===== src/rtl/trm_pkg.sv =====
// Shared types, constants and helper functions for the transfer rate monitor.
`default_nettype none

package trm_pkg;

   // Field widths
   localparam int TIME_W     = 40;
   localparam int BYTE_W     = 48;
   localparam int CNT_IN_W   = 49;
   localparam int RATE_W     = 56;
   localparam int SUM_W      = 64;
   localparam int PCT_W      = 25;
   localparam int SAMP_W     = 32;
   localparam int INTV_W     = 12;
   localparam int CSR_IDX_W  = 8;
   localparam int CSR_DATA_W = 48;
   localparam int SQ_HALF_W  = 28;
   localparam int SQ_W       = 2 * RATE_W;

   // Divider sizing: 49-bit byte count times 256e6 over a 48-bit divisor
   localparam int DIV_N_W = 77;
   localparam int DIV_D_W = 48;
   localparam int DIV_C_W = $clog2(DIV_N_W + 1);

   localparam int HISTORY_DEPTH_DEF = 16;

   // Constants
   localparam logic [TIME_W-1:0] HOLD_US     = TIME_W'(10000);
   localparam logic [19:0]       US_PER_S    = 20'd1000000;
   localparam logic [14:0]       PCT_SCALE   = 15'd25600;
   localparam logic [RATE_W-1:0] RATE_MAX    = {RATE_W{1'b1}};
   localparam logic [SUM_W-1:0]  SUM_MAX     = {SUM_W{1'b1}};
   localparam logic [SAMP_W-1:0] SAMP_MAX    = {SAMP_W{1'b1}};
   localparam logic [BYTE_W-1:0] BYTE_MAX    = {BYTE_W{1'b1}};
   localparam logic [PCT_W-1:0]  PCT_CAP     = PCT_W'(25600000);
   localparam logic [PCT_W:0]    WRAP_LIMIT  = (PCT_W + 1)'(50944);
   localparam logic [PCT_W:0]    WRAP_STEP   = (PCT_W + 1)'(512);

   // Register indexes
   typedef enum logic [CSR_IDX_W-1:0] {
      CSR_BITS_MODE    = 8'd0,
      CSR_SNAP_INTV    = 8'd1,
      CSR_TOTAL_SIZE   = 8'd2,
      CSR_START_OFFSET = 8'd3
   } csr_index_type;

   // Sequencer states
   typedef enum logic [3:0] {
      S_IDLE,
      S_PREP,
      S_RATE,
      S_MDIV,
      S_SQ,
      S_WIN,
      S_WHEAD,
      S_WDIV,
      S_FIN,
      S_FDIV,
      S_PCT,
      S_PDIV,
      S_DONE
   } trm_state_type;

   // Divider command and status
   typedef struct packed {
      logic               start;
      logic [DIV_N_W-1:0] dividend;
      logic [DIV_D_W-1:0] divisor;
   } div_req_type;

   typedef struct packed {
      logic               busy;
      logic               done;
      logic [DIV_N_W-1:0] quotient;
   } div_sts_type;

   // Bytes times 256e6: Q8 bytes per second once divided by microseconds
   function automatic logic [DIV_N_W-1:0] q8_scale(input logic [CNT_IN_W-1:0] b);
      logic [CNT_IN_W+19:0] p;
      p = (CNT_IN_W + 20)'(b) * (CNT_IN_W + 20)'(US_PER_S);
      return {p, 8'b0};
   endfunction

   // Byte count times 25600 for the known-size percentage
   function automatic logic [DIV_N_W-1:0] pct_scale(input logic [BYTE_W-1:0] b);
      return DIV_N_W'(b) * DIV_N_W'(PCT_SCALE);
   endfunction

   function automatic logic [RATE_W-1:0] sat_rate(input logic [DIV_N_W-1:0] q);
      return (q > DIV_N_W'(RATE_MAX)) ? RATE_MAX : q[RATE_W-1:0];
   endfunction

   function automatic logic [SUM_W-1:0] sat_add64(input logic [SUM_W-1:0] a,
                                                  input logic [SUM_W-1:0] b);
      logic [SUM_W:0] s;
      s = {1'b0, a} + {1'b0, b};
      return s[SUM_W] ? SUM_MAX : s[SUM_W-1:0];
   endfunction

endpackage

`default_nettype wire


===== src/rtl/trm_div.sv =====
// Restoring divider, one quotient bit per cycle.
`default_nettype none

module trm_div (
   input  wire                 clock,
   input  wire                 reset,
   input  trm_pkg::div_req_type div_req,
   output trm_pkg::div_sts_type div_sts
);
   import trm_pkg::*;

   logic               busy_ff;
   logic               done_ff;
   logic [DIV_C_W-1:0] cnt_ff;
   logic [DIV_D_W-1:0] rem_ff;
   logic [DIV_N_W-1:0] quo_ff;
   logic [DIV_D_W-1:0] dvs_ff;

   logic [DIV_D_W:0]   shifted;
   logic [DIV_D_W:0]   diff;
   logic               ge;
   logic [DIV_D_W-1:0] rem_in;

   // Trial subtract of the shifted remainder
   always_comb begin
      shifted = {rem_ff, quo_ff[DIV_N_W-1]};
      diff    = shifted - {1'b0, dvs_ff};
      ge      = (shifted >= {1'b0, dvs_ff});
      rem_in  = ge ? diff[DIV_D_W-1:0] : shifted[DIV_D_W-1:0];
   end

   // Control
   always_ff @(posedge clock) begin
      if (reset) begin
         busy_ff <= 1'b0;
         done_ff <= 1'b0;
         cnt_ff  <= '0;
      end else begin
         done_ff <= 1'b0;
         if (div_req.start) begin
            busy_ff <= 1'b1;
            cnt_ff  <= DIV_C_W'(DIV_N_W);
         end else if (busy_ff) begin
            cnt_ff <= cnt_ff - 1'b1;
            if (cnt_ff == DIV_C_W'(1)) begin
               busy_ff <= 1'b0;
               done_ff <= 1'b1;
            end
         end
      end
   end

   // Datapath
   always_ff @(posedge clock) begin
      if (div_req.start) begin
         rem_ff <= '0;
         quo_ff <= div_req.dividend;
         dvs_ff <= div_req.divisor;
      end else if (busy_ff) begin
         rem_ff <= rem_in;
         quo_ff <= {quo_ff[DIV_N_W-2:0], ge};
      end
   end

   assign div_sts.busy     = busy_ff;
   assign div_sts.done     = done_ff;
   assign div_sts.quotient = quo_ff;

endmodule

`default_nettype wire


===== config.mk =====
export PLATFORM = sky130hd
export DESIGN_NAME = trm_div
export DESIGN_NICKNAME = d
export VERILOG_FILES = /design/src/rtl/trm_pkg.sv /design/src/rtl/trm_div.sv
export SDC_FILE = /design/constraint.sdc
export NUM_CORES = 1
export LEC_CHECK = 0
export ABC_CLOCK_PERIOD_IN_PS = 3900
export BUFFER_PORTS_ARGS = -buffer_cell sky130_fd_sc_hd__buf_2
export CELL_PAD_IN_SITES_DETAIL_PLACEMENT = 1
export CELL_PAD_IN_SITES_GLOBAL_PLACEMENT = 1
export CORE_MARGIN = 8
export CORE_UTILIZATION = 43
export DETAILED_ROUTE_END_ITERATION = 10
export PLACE_DENSITY = 0.85
export SLEW_MARGIN = 10
export SYNTH_ARGS = -nofsm -noshare
export SYNTH_HDL_FRONTEND = slang
export SYNTH_SLANG_ARGS = --single-unit
export TNS_END_PERCENT = 5

===== constraint.sdc =====
create_clock -name clock -period 3.9 [get_ports clock]
set_input_delay 0.39 -clock clock [delete_from_list [all_inputs] [get_ports clock]]
set_output_delay 0.39 -clock clock [all_outputs]
set_load 0.05 [all_outputs]

==> flow_summary.ini <==
[sta]
rsz0062_at_grt = no
slew_viol_final = 0
period_share = 0.939
setup_viol = 0
timing.setup.tns_ns = 0
hold_violations = 0
timing.fmax_mhz = 273
max_slew_margin = 0.360
finalWorstSetupSlack_ns = 0.239
skew_ns = 0.0146
worstMarginPinSlew_ns = 0.958
fin_crit_ns = 3.66
hold_slack_ns = 0.115

[global_route]
grt.total_usage = 0.212
grt_pass1_vias = 9133
antenna_found_initial = 5
grt_overflow = 0
grt_pass1_wl_mm = 48.5
grt_start_max_net_pins = 80

[yosys]
synth_seq_area_share = 0.479
post_synth.cell_area_avg_sq_um = 10.7
syn-num-nets = 1133
yosys_warnings = 0
synthFlopType = edfxtp_1
ys_ff_latch = 182
synth_xor_area_frac = 0.0403
netlist-cell-type-count = 74
synth_area_sq_um = 10200
syn_inst = 954
synth_edf_count = 125
muxShareOfSynthArea = 0.116
synthTopCellsByArea = edfxtp_1, dfxtp_1, mux2_2, ha_1, mux2i_1
synth-simple-area-share = 0.106
yosysTopAreaCellShare = 0.367
yosys.area.top_type = edfxtp_1
yosys.area_share.adder = 0.0632
ys_async_sr_fraction = 0
synth_top_family_by_area = compound AO/OA/AOI/OAI gates
synth_compound_area_frac = 0.151

[die]
start_util = 0.437
dieArea_sq_um = 29000
fp-row-count = 56
pin_count = 207
core_area_sq_um = 23400
die_w_microns = 170
die_h_microns = 170

[power]
p_seq_frac = 0.433
pwr-share-clk = 0.323
power_switching_mw = 1.86
power_mw = 5.43
p_leak_nw = 5.09
p_int_mw = 3.56
p_per_area_nw_per_um2 = 445
combPwrFrac = 0.244
vdd_ir_drop_max_uv = 209
switching_share = 0.343

[worst_setup_path]
path_class = flop to flop
crit_path_start_kind = flop
arrival_ns = 4.01
cp.required_ns = 4.25
worst_setup_path_end_kind = flop
cp_max_fo = 14

[final_layout]
final_nets = 1322
syn2layout_area_growth_pct = 19.2
final_util = 0.521
drive_gt1_frac = 0.298
fillCellCount = 2641

[drt]
wire_per_inst_microns = 20.9
wl_mm = 30.8
via_per_inst = 5.61
wl_met1_mm = 12.5
met3_length_mm = 2.21
drc = 0
drt_iter0_drc = 445
drt-pass1-iter-count = 5
ant_nets = 0
num_vias = 8283
dr.max_layer_used = met5
route.met2.wl_mm = 15.1

[clock_network]
cts_sinks = 182
root_buffer = clkbuf_16
clk_pin_slew_ns = 0.08
cts.path.max_buffers = 2
cts_tree = built
clock_latency_ns = 0.45
h-tree-depth = 4
numCtsBuffers = 17

[place]
portBuffers = 206
preCtsSetupSlack_ns = 0.219
hpwl_mm = 23.2
place.gp.congestion = 0.857

[status]
status = complete, no violations

[worst_hold_path]
hold_path_class = input pin to flop

[run]
maxCapViolations = 0
[through the flow]
step | cells | cell area, sq um
6_report | 1477 | 12200
5_1_grt | 1477 | 12200
4_1_cts | 1475 | 12200
3_5_place_dp | 1443 | 11600
3_3_place_gp | 1443 | 11600
2_1_floorplan | 954 | 10200
[path summary, 6_finish.rpt]
path              cells past startpoint  slack, ns         end        start
setup reg to reg                     11       0.24  rem_ff[32]   dvs_ff[11]
hold reg to reg                       2       0.48   rem_ff[7]    rem_ff[7]
hold / removal                        1       0.12  dvs_ff[44]  div_req[44]
setup / recovery                     11       0.24  rem_ff[32]   dvs_ff[11]
[cells in the final DEF (no fill, tap or decap), drive strengths merged, types with 13 or more instances in the layout]
cell type	instances
nand3	14
clkbuf	18
inv	67
ha	50
a21o	19
a211oi	33
o21ai	46
buf	219
nor2	79
nand4	13
dfxtp	57
edfxtp	125
nand2	68
xnor2	28
mux2i	31
mux2	78
xor2	19
a21oi	61
[cell usage after synthesis, types with 5 or more instances]
cell	count
nor2b_1	10
xor2_1	19
o21bai_1	6
clkbuf_1	33
nand2b_1	8
inv_1	60
o21ai_0	29
mux2i_1	31
a21oi_1	61
ha_1	50
xnor2_1	28
a32oi_1	7
nor3_1	10
a21o_1	19
o21a_1	5
dfxtp_1	57
nor2_1	78
o21ai_1	16
nand2_1	67
a311oi_1	5
and3_1	7
a211oi_1	32
nand3_1	14
mux2_2	78
buf_2	6
nand4_1	13
edfxtp_1	125
[registers in the layout (all words and copies together) (netlist names)]
| name | cells |
|---|---|
| busy_ff | 1 |
| quo_ff | 77 |
| done_ff | 1 |
| rem_ff | 48 |
| dvs_ff | 48 |
| cnt_ff | 7 |
[final cells by class]
type,count,area (sq um),area share
antenna,2,5.00,0.000411
clock buffer,18,429,0.0352
clock inverter,14,173,0.0142
inverter,60,225,0.0185
multi-input combinational,663,4880,0.401
sequential,182,4900,0.402
tap,319,399,0.0328
timing repair buffer,219,1170,0.0962
[power groups by stage]
| stage | registers [mW] | logic, mW | clock network [mW] |
|---|---|---|---|
| finish | 2.35 | 1.32 | 1.75 |
| detailed placement | 2.39 | 1.31 | 0 |
| CTS | 2.35 | 1.32 | 1.79 |
| floorplan | 2.67 | 0.645 | 0 |
| global placement | 2.38 | 1.27 | 0 |
| global route | 2.37 | 1.42 | 1.85 |
[cell families (layout without fill, tap and decap cells)]
group / count (synthesis) / after routing
compound gates: 224 / 224
xor+xnor: 47 / 47
simple gates: 232 / 232
mux: 109 / 109
flops: 182 / 182
other cells: 0 / 2
buf+inv: 109 / 311
fa+ha+maj: 51 / 51
[per-layer routing]
metal	track usage	vias up
li1	-	3896
met5	0	-
met3	0.0704	70
met4	0.0896	6
met1	0.237	4032
met2	0.364	279
[repair_timing]
action	4_1_cts	5_1_grt
buffers inserted	0	0
resized for setup	0	1
setup endpoints to repair	0	1
hold buffers	0	0
[critical path, cell delays in order, from the launching register on]
cell	delay (ns)
edfxtp_1	0.33
inv_1	0.05
ha_1	0.42
nand2_1	0.14
nor4_2	0.36
a221oi_1	0.27
a211oi_4	0.42
o2111ai_2	0.23
a21boi_4	0.31
nor2_2	0.22
or4_1	0.56
a311oi_1	0.26
(Power assumes the default switching activity.)
